===== src/hdl/swm_pkg.sv =====
// ----------------------------------------------------------------------------
// swm_pkg
// shared types and constants for the sorted two-way merge core
// ----------------------------------------------------------------------------
package swm_pkg;

  localparam int unsigned LIST_DEPTH_DEFAULT = 16;
  localparam int unsigned VALUE_W = 32;
  localparam int unsigned MODE_W = 2;

  typedef enum logic [MODE_W-1:0] {
    MODE_LOAD_FIRST  = 2'd0,
    MODE_LOAD_SECOND = 2'd1,
    MODE_MERGE       = 2'd2
  } mode_e;

  typedef enum logic {
    ST_IDLE  = 1'b0,
    ST_MERGE = 1'b1
  } state_e;

  // status of one buffer as seen by the merge sequencer
  typedef struct packed {
    logic                      has_data;  // head below count
    logic                      is_last;   // head is the final held entry
    logic signed [VALUE_W-1:0] head;
  } buf_status_t;

  // commands from the sequencer to one buffer
  typedef struct packed {
    logic push;
    logic pop;
    logic clear;
  } buf_cmd_t;

endpackage


===== src/hdl/swm_buffer.sv =====
// ----------------------------------------------------------------------------
// swm_buffer
// append-only value store with fill count and read head for the merge core
// ----------------------------------------------------------------------------
module swm_buffer #(
  parameter int unsigned Depth = swm_pkg::LIST_DEPTH_DEFAULT
) (
  input  logic                              clk_i,
  input  logic                              rst_ni,
  input  swm_pkg::buf_cmd_t                 cmd_i,
  input  logic signed [swm_pkg::VALUE_W-1:0] value_i,
  output swm_pkg::buf_status_t              status_o
);
  import swm_pkg::*;

  localparam int unsigned CntW = $clog2(Depth + 1);
  localparam int unsigned IdxW = (Depth > 1) ? $clog2(Depth) : 1;
  localparam logic [CntW-1:0] DepthC = CntW'(Depth);

  logic signed [VALUE_W-1:0] mem_q [Depth];
  logic [CntW-1:0] count_q, count_d;
  logic [CntW-1:0] head_q, head_d;
  logic            push_ok;

  // a push to a full buffer is dropped
  assign push_ok = cmd_i.push && (count_q < DepthC);

  always_comb begin
    count_d = count_q;
    head_d  = head_q;
    if (cmd_i.clear) begin
      count_d = '0;
      head_d  = '0;
    end else begin
      if (push_ok) count_d = count_q + CntW'(1);
      if (cmd_i.pop) head_d = head_q + CntW'(1);
    end
  end

  always_ff @(posedge clk_i or negedge rst_ni) begin
    if (!rst_ni) begin
      count_q <= '0;
      head_q  <= '0;
    end else begin
      count_q <= count_d;
      head_q  <= head_d;
    end
  end

  always_ff @(posedge clk_i) begin
    if (push_ok && !cmd_i.clear) mem_q[count_q[IdxW-1:0]] <= value_i;
  end

  assign status_o.has_data = (head_q < count_q);
  assign status_o.is_last  = ((head_q + CntW'(1)) == count_q);
  assign status_o.head     = mem_q[head_q[IdxW-1:0]];

endmodule


===== src/hdl/sorted_two_way_merge_core.sv =====
// ----------------------------------------------------------------------------
// sorted_two_way_merge_core
// merges two buffered sorted runs of signed values into one ordered stream
// ----------------------------------------------------------------------------
// Input channel (in_valid_i / in_ready_o) carries mode_i and value_i. Mode
// load-first or load-second appends value_i to that buffer; a push to a
// full buffer is dropped. Mode merge starts a merge run and mode 3 is
// accepted and ignored.
// Output channel (out_valid_o / out_ready_i) carries value_res_o, source_o
// and last_o, one transaction per held value, last_o on the final one.
// In a merge run one shared signed comparator looks at the two buffer heads
// once per cycle while the output register is free and picks one value.
// The merge transaction moves the state register into the merge state; the
// first pick is then loaded into the output register. in_ready_o is low from
// the merge transaction until the final result is loaded into the output
// register; loads are then accepted again while that result still waits.
// A merge of two empty buffers gives no result and returns to idle.
// A receiver stall holds the output register and pauses the merge.
// Reset empties both buffers and clears the output valid flag.
// ----------------------------------------------------------------------------
module sorted_two_way_merge_core #(
  parameter int unsigned LIST_DEPTH = swm_pkg::LIST_DEPTH_DEFAULT
) (
  input  logic                               clk_i,
  input  logic                               rst_ni,
  input  logic                               in_valid_i,
  output logic                               in_ready_o,
  input  logic [swm_pkg::MODE_W-1:0]         mode_i,
  input  logic signed [swm_pkg::VALUE_W-1:0] value_i,
  output logic                               out_valid_o,
  input  logic                               out_ready_i,
  output logic signed [swm_pkg::VALUE_W-1:0] value_res_o,
  output logic                               source_o,
  output logic                               last_o
);
  import swm_pkg::*;

  state_e      state_q, state_d;
  buf_cmd_t    cmd_first, cmd_second;
  buf_status_t st_first, st_second;

  logic                      out_valid_q, out_valid_d;
  logic signed [VALUE_W-1:0] out_value_q;
  logic                      out_source_q, out_last_q;
  logic                      load_out;
  logic                      take_first;
  logic                      pick_last;
  logic                      in_fire;
  logic                      out_free;

  swm_buffer #(.Depth(LIST_DEPTH)) u_first (
    .clk_i    (clk_i),
    .rst_ni   (rst_ni),
    .cmd_i    (cmd_first),
    .value_i  (value_i),
    .status_o (st_first)
  );

  swm_buffer #(.Depth(LIST_DEPTH)) u_second (
    .clk_i    (clk_i),
    .rst_ni   (rst_ni),
    .cmd_i    (cmd_second),
    .value_i  (value_i),
    .status_o (st_second)
  );

  assign in_ready_o = (state_q == ST_IDLE);
  assign in_fire    = in_valid_i && in_ready_o;
  assign out_free   = !out_valid_q || out_ready_i;

  // the first buffer wins only on strictly smaller, ties go to the second
  assign take_first = st_first.has_data &&
                      (!st_second.has_data || (st_first.head < st_second.head));
  assign pick_last  = take_first ? (st_first.is_last && !st_second.has_data)
                                 : (st_second.is_last && !st_first.has_data);

  always_comb begin
    state_d    = state_q;
    cmd_first  = '0;
    cmd_second = '0;
    load_out   = 1'b0;
    unique case (state_q)
      ST_IDLE: begin
        if (in_fire) begin
          unique case (mode_e'(mode_i))
            MODE_LOAD_FIRST:  cmd_first.push  = 1'b1;
            MODE_LOAD_SECOND: cmd_second.push = 1'b1;
            MODE_MERGE:       state_d         = ST_MERGE;
            default:          ;
          endcase
        end
      end
      ST_MERGE: begin
        if (!st_first.has_data && !st_second.has_data) begin
          cmd_first.clear  = 1'b1;
          cmd_second.clear = 1'b1;
          state_d          = ST_IDLE;
        end else if (out_free) begin
          load_out       = 1'b1;
          cmd_first.pop  = take_first;
          cmd_second.pop = !take_first;
          if (pick_last) begin
            cmd_first.clear  = 1'b1;
            cmd_second.clear = 1'b1;
            state_d          = ST_IDLE;
          end
        end
      end
      default: state_d = ST_IDLE;
    endcase
  end

  always_comb begin
    if (load_out) begin
      out_valid_d = 1'b1;
    end else if (out_ready_i) begin
      out_valid_d = 1'b0;
    end else begin
      out_valid_d = out_valid_q;
    end
  end

  always_ff @(posedge clk_i or negedge rst_ni) begin
    if (!rst_ni) begin
      state_q     <= ST_IDLE;
      out_valid_q <= 1'b0;
    end else begin
      state_q     <= state_d;
      out_valid_q <= out_valid_d;
    end
  end

  always_ff @(posedge clk_i) begin
    if (load_out) begin
      out_value_q  <= take_first ? st_first.head : st_second.head;
      out_source_q <= !take_first;
      out_last_q   <= pick_last;
    end
  end

  assign out_valid_o = out_valid_q;
  assign value_res_o = out_value_q;
  assign source_o    = out_source_q;
  assign last_o      = out_last_q;

endmodule


===== config.mk =====
export PLATFORM = sky130hd
export DESIGN_NAME = sorted_two_way_merge_core
export DESIGN_NICKNAME = d
export VERILOG_FILES = /design/src/hdl/swm_pkg.sv /design/src/hdl/swm_buffer.sv /design/src/hdl/sorted_two_way_merge_core.sv
export SDC_FILE = /design/constraint.sdc
export NUM_CORES = 1
export LEC_CHECK = 0
export BUFFER_PORTS_ARGS = -buffer_cell sky130_fd_sc_hd__buf_4
export CAP_MARGIN = 20
export CORE_MARGIN = 1
export CORE_UTILIZATION = 55
export DETAILED_ROUTE_END_ITERATION = 10
export PLACE_DENSITY = 0.81
export SETUP_SLACK_MARGIN = 0.4
export SLEW_MARGIN = 5
export SYNTH_ARGS = -nofsm -noshare
export SYNTH_HDL_FRONTEND = slang
export SYNTH_SLANG_ARGS = --single-unit

===== constraint.sdc =====
create_clock -name clk_i -period 4.9 [get_ports clk_i]
set_clock_uncertainty 0.1 [all_clocks]
set_input_delay 0.49 -clock clk_i [delete_from_list [all_inputs] [get_ports clk_i]]
set_output_delay 0.49 -clock clk_i [all_outputs]
set_load 0.01 [all_outputs]

Word-level counts from Yosys, hierarchy flattened:

Memory sizes are Yosys's and may differ from the RTL's.
Cells that the tools add are included.

* register bits: 56
* bits in writable memories: 1024
* output and inout port bits: 36
* logic and storage cells: 88
* memories: 2

Memory list
* u_first.mem_q: depth 16, bits a word 32, rd ports 1, clocked after Yosys merged registers in 0, write ports 1, RTL line swm_buffer.sv:20 `logic signed [VALUE_W-1:0] mem_q [Depth];`
* u_second.mem_q: depth 16, bits a word 32, rd ports 1, clocked after Yosys merged registers in 0, write ports 1, RTL line swm_buffer.sv:20

* $add $sub $neg: 4
* order comparisons: 5
* eq/ne operators: 4
* multiplexer cells: 40
* bitwise gates (word level): 1
* reductions and logical operators: 23

Operator list (count)
* $mux W5: 8
* $lt A32 B32 Y1: 1
* $mux W32: 1
* $mux W1: 26
* $add A5 B1 Y5 const B: 4
* $eq A5 B5 Y1: 2
* $lt A5 B5 Y1: 2
* $lt A5 B5 Y1 const B: 2
* $reduce_bool A2 Y1: 5
* $logic_and A1 B1 Y1: 9
* $mux W2: 4
* $logic_not A1 Y1: 6
* $eq A2 B1 Y1 const B: 1
* $eq A2 B2 Y1 const B: 1
* $logic_not A2 Y1: 1
* $logic_or A1 B1 Y1: 2
* $pmux W1 S2: 1
* $not A1 Y1: 1

Longest topological paths before layout:

Gate-level depths: netlist of the first run.

* depth after elaboration: 13
* depth in mapped cells: 21
* gate-level depth less buffers: 15

Cells and area by module:

A second synthesis of the first run with hierarchy kept.

* cell total of the unflattened synthesis: 2253
* area total of the unflattened synthesis: 43203.9 µm²

Modules (own cells, without submodules)
* swm_buffer (u_second): instances 1, cells each 1024, area an instance 20378.3 µm², seq. area each 15625.0 µm²
* swm_buffer (u_first): instances 1, cells each 1019, area an instance 20332.0 µm², seq. area each 15625.0 µm²
* sorted_two_way_merge_core: instances 1, cells each 210, area an instance 2493.6 µm², seq. area each 1071.0 µm²

Worst setup path after synthesis of the first run:

Ideal clock, no wire load.

* path kind: flip-flop to flip-flop
* start point: reg u_second.head_q[0]
* end point: reg out_value_q[0] (netlist: value_res_o[0]), data pin
* setup time: 262 ps
* arrival time: 4042 ps
* data required time: 4538 ps
* path slack: 496 ps
* cell stages (with the launch flop): 17
* buffers on the path: 4
* path through: dfrtp_1 buf_2 buf_6 buf_2 buf_2 mux4_2 mux4_2 inv_1 ha_1 a211oi_1 o21ai_0 a211oi_1 o211ai_1 o211ai_2 nor3b_2 nor2_2 mux2_1

* cells in the longest elaborated chain, start to end: 5
* elaborated cells between the ends (all ways): 7
* classes of those cells: order compare: 2; mux: 1; reduce/logical: 3; memory: 1

RTL lines
* start: declaration: RTL line swm_buffer.sv:22 `logic [CntW-1:0] head_q, head_d;`
* start signal: assignment: RTL line swm_buffer.sv:43 `head_q <= '0;`
* start signal: assignment: RTL line swm_buffer.sv:46 `head_q <= head_d;`
* $mem_v2 Z16 W32 or $lt A5 B5 Y1 (tied branches)
* $lt A32 B32 Y1 or $logic_not A1 Y1 (tied branches): RTL line sorted_two_way_merge_core.sv:73 `(!st_second.has_data || (st_first.head < st_second.head));`
* $logic_or A1 B1 Y1: RTL line sorted_two_way_merge_core.sv:73
* $logic_and A1 B1 Y1: RTL line sorted_two_way_merge_core.sv:72 `assign take_first = st_first.has_data &&`
* $mux W32 (*): RTL line sorted_two_way_merge_core.sv:135 `out_value_q <= take_first ? st_first.head : st_second.head;`
* end signal: assignment: RTL line sorted_two_way_merge_core.sv:135
* end: declaration: RTL line sorted_two_way_merge_core.sv:43 `logic signed [VALUE_W-1:0] out_value_q;`

Mark *: on every way between the ends. The rest lies on a longest branch, timed or not.
A chain may end at the register's enable or synchronous reset.

Final worst setup path of the first run:

* start point: reg u_second.head_q[0]
* end point: reg u_first.head_q[0]

* cells in the longest elaborated chain, start to end: 10
* elaborated cells between the ends (all ways): 19
* classes of those cells: add/sub: 1; order compare: 2; eq/ne: 1; mux: 7; reduce/logical: 7; memory: 1

RTL lines
* $mem_v2 Z16 W32 or $lt A5 B5 Y1 (tied branches)
* $lt A32 B32 Y1 or $logic_not A1 Y1 (tied branches): RTL line sorted_two_way_merge_core.sv:73, sorted_two_way_merge_core.sv:74, sorted_two_way_merge_core.sv:94
* $logic_or A1 B1 Y1: RTL line sorted_two_way_merge_core.sv:73
* $logic_and A1 B1 Y1: RTL line sorted_two_way_merge_core.sv:72
* $mux W1: RTL line sorted_two_way_merge_core.sv:74 `assign pick_last = take_first ? (st_first.is_last && !st_second.has_data)`
* $mux W1: RTL line sorted_two_way_merge_core.sv:102 `if (pick_last) begin`
* $mux W2: RTL line sorted_two_way_merge_core.sv:98 `end else if (out_free) begin`
* $mux W1: RTL line sorted_two_way_merge_core.sv:94 `if (!st_first.has_data && !st_second.has_data) begin`
* $mux W2 (*): RTL line sorted_two_way_merge_core.sv:82 `unique case (state_q)`
* $mux W5 or $reduce_bool A2 Y1 (tied branches)
* end signal: assignment: RTL line swm_buffer.sv:43
* end signal: assignment: RTL line swm_buffer.sv:46
* end: declaration: RTL line swm_buffer.sv:22

Marks and branches as above.

==> out/metrics.csv, run 1 <==
metric,value,unit
Die W,281,um
endpoints failing setup,0,
crit end category,flop,
total congestion overflow,0,
Vias,23300,
Slowest cell on crit path,mux4_2,
Fmax,224,MHz
VDD IR max,551,uV
Post-Syn Area,42700,um2
Worst-Margin Slew,0.994,ns
Final Max Tran Viols,0,
Final ANT Viol Nets,0,
CTS H-tree lvls,3,
critical path arrival,4.94,ns
Post-synth EDFFs,1058,
crit-path max cell delay,0.54,ns
Die Span Y,281,um
worst hold start,out_ready_i,
Die ar.,78800,um2
Num CTS Buffers,104,
RSZ-0062 raised after global routing,true,
Yosys top cell by area,edfxtp_1,
Stages on worst setup path,15,
Final Hold Vio Count,0,
DP Wirelength,62300,um
fill cell count,4800,
Core Region,76300,um2
RePlAce Congestion,0.926,
syn_nets,2211,
crit-path cells,buf_16 -> buf_6 -> mux4_2 -> mux4_2 -> inv_1 -> ha_1 -> nand2_1 -> nor2_1 -> a2111oi_1 -> o21ai_1 -> a21oi_2 -> o21a_2 -> buf_4 -> nand4_1 -> a21oi_2,
placed instance area,45400,um2
Root Driver,clkbuf_16,
post-route DRC violation count,0,
Final min period,4.47,ns
Worst-Skew Late Latency,0.68,ns
"Warnings, synthesis",0,
initial antenna violation count,2,
max_slew headroom,33.4,%
WL per Instance,32.4,um
initial core utilization,55.9,%
WHS,0.0889,ns
flip-flop and latch area,32300,um2
largest net degree at the start of global routing,42,
gr usage total,28.9,%
syn_area_per_cell,20.1,um2
Worst R2R Path Depth,15,
Post-Syn Instances,2122,
met1 WL,39200,um
setup tns final,0,ns
NumNets Final,2428,
R2R Path End,u_first.head_q[0],
Routed WL,112000,um
vias in the first global route,23600,
register area share after synthesis,75.7,%
distinct cell type count after synthesis,56,
max_cap viols,0,
synth top area cells,"edfxtp_1, mux4_2, mux2i_1, ha_1, dfrtp_1",
CTS tree,yes,
Met2 Wirelength,54200,um
hold path cells,3,
area occupied by multi-input gates,10000,um2
Hold Crit Endpoint,out_valid_o,
crit-path max FO,16,
most frequent cells in the layout,"edfxtp_1, mux4_2, buf_4, mux2i_1, clkbuf_16",
"commonest non-fill, non-tap cell in the layout",edfxtp_1,
first-pass GRT wire length,160000,um
FF-to-FF setup slack,0.43,ns
routed wl met3,12500,um
Max Root-Sink Buffers,3,
hold crit path type,in2reg,
final instance area,49400,um2
IO Port Bufs,73,
Leak,16.3,nW
Final period util,91.2,%
ys flop type,edfxtp_1,
post-synth top area share,74.4,%
Row Count,101,
Synth async-reset ratio,2.04,%
Initial DRT Pass Iterations,6,
P&R area growth vs syn,15.6,%
n_diodes,0,
critical path start-end classification,reg2reg,
layout cells sized above 1,28.0,%
critical path required time,5.37,ns
"flops & latches, synth",1080,
I/O Pins,74,
Worst-path clk slew,0.07,ns
Num Clock Sinks,1080,
Buf/Inv on CP,4,
Max Used Layer,met5,
Startpoint Class,flop,
outcome,"complete, no violations",
Vias per Instance,6.74,
DRC marker count from the first detailed-route iteration,3370,
family with the most delay on the worst path,compound AO/OA/AOI/OAI gates,
Reg-to-Reg Start,u_second.head_q[0],
Pwr Density,589,nW/um2
[through the flow]
stage               utilization (%)  total power, mW  std cells  setup WS, ns
finish                         64.7             29.1       3452         0.430
global route                   64.7             30.0       3452         0.376
CTS                            64.4             28.6       3435         0.390
detailed placement             59.5             20.1       3230        0.0439
global placement               59.5             19.8       3230         0.128
floorplan                         -             16.8       2122         0.496
[kinds of logic (layout without fill, tap and decap cells)]
group	after synthesis	after routing	synth area share (%)
AND/OR/NAND/NOR	206	206	2.21
AO/OA/AOI/OAI	246	246	3.60
XOR/XNOR	12	12	0.246
buffers and inverters	165	465	1.61
adder cells (fa/ha/maj)	51	51	1.49
flip-flops	1080	1080	75.7
multiplexers	362	362	15.2
[layer usage]
metal	global-route usage, %	vias to the layer above
met3	6.30	378
met5	0.125	-
met1	37.6	11900
met4	14.7	4
met2	46.3	1754
li1	-	9188
[how the worst max path moves through the flow]
| stage | from | to | slack (ns) |
|---|---|---|---|
| 5_1_grt | u_second.head_q[0] | u_first.head_q[3] | 0.38 |
| 2_1_floorplan | u_second.head_q[0] | value_res_o[0] | 0.50 |
| 3_5_place_dp | u_second.head_q[0] | u_first.head_q[0] | 0.04 |
| 3_3_place_gp | u_second.head_q[0] | u_first.head_q[0] | 0.13 |
| 6_report | u_second.head_q[0] | u_first.head_q[0] | 0.43 |
| 4_1_cts | u_second.head_q[0] | u_first.head_q[3] | 0.39 |
[report_power, final]
| part | internal (mW) | switching, mW | leakage (nW) |
|---|---|---|---|
| Clock | 4.74 | 3.43 | 1.69 |
| Sequential | 10.6 | 0.328 | 9.76 |
| Combinational | 4.40 | 5.61 | 4.82 |
[state kept, by name (all words and copies together), names as in the netlist, 5 cells and up]
name              count
u_first.mem_q       512
u_second.mem_q      512
value_res_o          32
u_second.count_q      5
u_first.head_q        5
u_second.head_q       5
u_first.count_q       5
[timing repair]
item | 4_1_cts | 5_1_grt
setup endpoints to repair | 43 | 43
hold endpoints to repair | 23 | 0
pin swaps | 3 | 5
gates cloned | 2 | 0
buffers inserted | 11 | 17
resized for setup | 14 | 29
hold buffers | 3 | 0
[worst min-delay path, stage by stage]
cell and delay, ns:
buf_4 0.07, nand2b_1 0.19, nand2_1 0.07
[synthesized netlist by cell type, types with 22 or more instances]
library cell / count
ha_1: 51
nand3_1: 41
mux2_2: 24
dfrtp_1: 22
nand2_1: 80
o21ai_1: 22
edfxtp_1: 1058
buf_2: 32
a221oi_1: 32
mux2i_1: 112
inv_1: 56
mux4_2: 225
nor2_1: 36
clkbuf_1: 66
a22oi_1: 31
o21ai_0: 78
a21oi_1: 46
[area by class of cell]
class | count | share of cell area [%]
Clock inverter | 72 | 1.63
Inverter | 57 | 0.441
Multi-Input combinational cell | 877 | 20.3
Tap cell | 1030 | 2.61
Timing Repair Buffer | 219 | 4.16
Sequential cell | 1080 | 65.5
Clock buffer | 117 | 5.37
No activity file was read; power rests on OpenSTA's default activity.
==> inputs of run 2 (changes only) <==
- PLACE_DENSITY: 0.81 -> not set
- PLACE_DENSITY_LB_ADDON: not set -> 0.3
==> out/metrics.csv, run 2 (synthesized netlist as in run 1, its figures left out) <==
metric,value,unit,change
crit-path max FO,47,,+31
setup tns final,0,ns,unchanged
largest net degree at the start of global routing,49,,+17%
Max Root-Sink Buffers,3,,unchanged
post-route core utilization,64.4,%,-0.25 points
Routed WL,102000,um,-9.3%
endpoints failing setup,0,,unchanged
Die ar.,78800,um2,unchanged
placed cells,3219,,-0.34%
critical path arrival,4.88,ns,-0.06 ns
crit-path max cell delay,0.50,ns,-0.04 ns
initial core utilization,55.9,%,unchanged
Vias per Instance,6.41,,-4.9%
vias in the first global route,22300,,-5.2%
DRC marker count from the first detailed-route iteration,2588,,-23%
Startpoint Class,flop,,
VDD IR max,410,uV,-26%
dpl ws,0.00523,ns,-0.0387 ns
I/O Pins,74,,unchanged
Sw Pwr,8.93,mW,-4.7%
clock share of power,28.2,%,about the same
first-pass GRT wire length,146000,um,-8.6%
max_cap viols,0,,unchanged
Fmax,226,MHz,+1.0%
Worst-Margin Slew,1.02,ns,+0.0264 ns
Row Count,101,,unchanged
RePlAce Congestion,0.854,,-7.7%
critical path required time,5.35,ns,-0.02 ns
DP Wirelength,57500,um,-7.7%
CTS tree,yes,,
P&R area growth vs syn,15.1,%,
Num CTS Buffers,104,,unchanged
final worst slack,0.474,ns,+0.0442 ns
Root Driver,clkbuf_16,,
Sw Share,31.4,%,-0.87 points
final instance area,49200,um2,-0.39%
most frequent cells in the layout,"edfxtp_1, mux4_2, buf_4, mux2i_1, clkbuf_16",,
CTS H-tree lvls,3,,unchanged
internal cell power,19.6,mW,-0.80%
Final period util,90.3,%,-0.90 points
fill cell count,4969,,+3.5%
critical path start-end classification,reg2reg,,
Vias,22100,,-5.0%
Final Max Tran Viols,0,,unchanged
Die W,281,um,unchanged
hold crit path type,in2reg,,
Layout Cells excl Fill,3446,,-0.17%
post-route DRC violation count,0,,unchanged
Worst-path clk slew,0.06,ns,about the same
total congestion overflow,0,,unchanged
layout cells sized above 1,27.0,%,-1.0 points
Slowest cell on crit path,mux4_2,,
Num Clock Sinks,1080,,unchanged
Final min period,4.43,ns,-0.0442 ns
initial antenna violation count,5,,+3
Initial DRT Pass Iterations,6,,unchanged
crit end category,flop,,
Worst-Skew Late Latency,0.67,ns,about the same
Die Span Y,281,um,unchanged
placed instance area,45200,um2,-0.35%
Core Region,76300,um2,unchanged
Crit path top cell by count,mux4_2,,
"commonest non-fill, non-tap cell in the layout",edfxtp_1,,
RSZ-0062 raised after global routing,false,,
gr usage total,25.9,%,-3.0 points
WL per Instance,29.5,um,-9.1%
outcome,"complete, no violations",,
max_slew headroom,31.8,%,-1.6 points
IO Port Bufs,73,,unchanged
crit-path cells,buf_12 -> buf_6 -> mux4_2 -> mux4_2 -> inv_1 -> ha_1 -> nand2_1 -> nor3_1 -> a221oi_1 -> o21ai_0 -> a21oi_2 -> o21a_2 -> and4_2 -> mux2i_4,,
Final Hold Vio Count,0,,unchanged
Leak,16.2,nW,-0.59%
sequential share of power,38.2,%,+0.7 points
combinational share of power,33.6,%,-0.8 points
NumNets Final,2411,,-0.70%
Final ANT Viol Nets,0,,unchanged
Pwr Density,579,nW/um2,-1.7%
-- run 2: changes by cell type in the layout (fill, tap and decap cells not counted), moves of 3 or more --
cell	change
clkbuf_16	+5
buf_4	-13
clkbuf_8	+3
clkinvlp_4	-3
diode_2	+5
clkinv_2	-4
buf_12	-8
clkbuf_1	+16
clkinv_1	-3
-- run 2: layout make-up --
type | instances | area [um2] | share of cell area (%)
sequential | 1080 | 32300 | 65.8
multi-input combinational | 877 | 9980 | 20.3
clock buffer | 136 | 2750 | 5.60
timing repair buffer | 202 | 1900 | 3.87
tap | 1030 | 1290 | 2.62
clock inverter | 59 | 676 | 1.37
inverter | 57 | 214 | 0.435
antenna | 5 | 12.5 | 0.0254
-- run 2: power groups by stage --
| stage | Sequential [mW] | Clock, mW | Combinational, mW |
|---|---|---|---|
| 2_1_floorplan | 10.9 | 0 | 5.93 |
| 3_3_place_gp | 11.2 | 0 | 8.46 |
| 3_5_place_dp | 11.2 | 0 | 8.71 |
| 4_1_cts | 10.9 | 8.11 | 9.06 |
| 5_1_grt | 10.9 | 8.45 | 10.2 |
| 6_report | 10.9 | 8.04 | 9.56 |
-- run 2: final timing paths --
check,from,end,cells past startpoint,slack [ns]
max,u_second.head_q[1],u_first.head_q[2],14,0.47
min reg2reg,u_first.head_q[4],u_first.head_q[4],2,0.49
min,out_ready_i,out_valid_o,3,0.12
max reg2reg,u_second.head_q[1],u_first.head_q[2],14,0.47
min in group asynchronous,rst_ni,out_valid_o,2,0.20
max in group asynchronous,rst_ni,u_second.head_q[1],2,4.20
-- run 2: what timing repair did --
| item | CTS | global route |
|---|---|---|
| pin swaps | 0 | 9 |
| endpoints found under the hold margin | 23 | 0 |
| setup buffers | 12 | 7 |
| hold buffers | 3 | 0 |
| resized for setup | 4 | 29 |
| cloned | 0 | 5 |
| setup endpoints to repair | 43 | 43 |
-- run 2: routing by layer --
| layer | vias to the layer above | global-route usage, % | wire (um) |
|---|---|---|---|
| met4 | 4 | 9.01 | 2910 |
| met2 | 1137 | 43.2 | 51300 |
| met5 | - | 0 | 18 |
| li1 | 9153 | - | - |
| met3 | 185 | 3.98 | 8430 |
| met1 | 11600 | 35.1 | 39000 |
-- run 2: worst max-delay path: cells and delay by family (launching register included) --
family,cells,cell delay (ns)
and+or+nand+nor,3,0.49
adders and majority gates,1,0.28
AOI/OAI and AO/OA,4,0.99
buffers and inverters,3,0.76
DFF,1,0.49
muxes,3,1.15
-- run 2: through the flow --
stage | total power [mW] | hold WS [ns]
3_3_place_gp | 19.6 | 0.325
2_1_floorplan | 16.8 | 0.0944
6_report | 28.5 | 0.117
5_1_grt | 29.5 | 0.123
4_1_cts | 28.1 | 0.0914
3_5_place_dp | 19.9 | 0.330
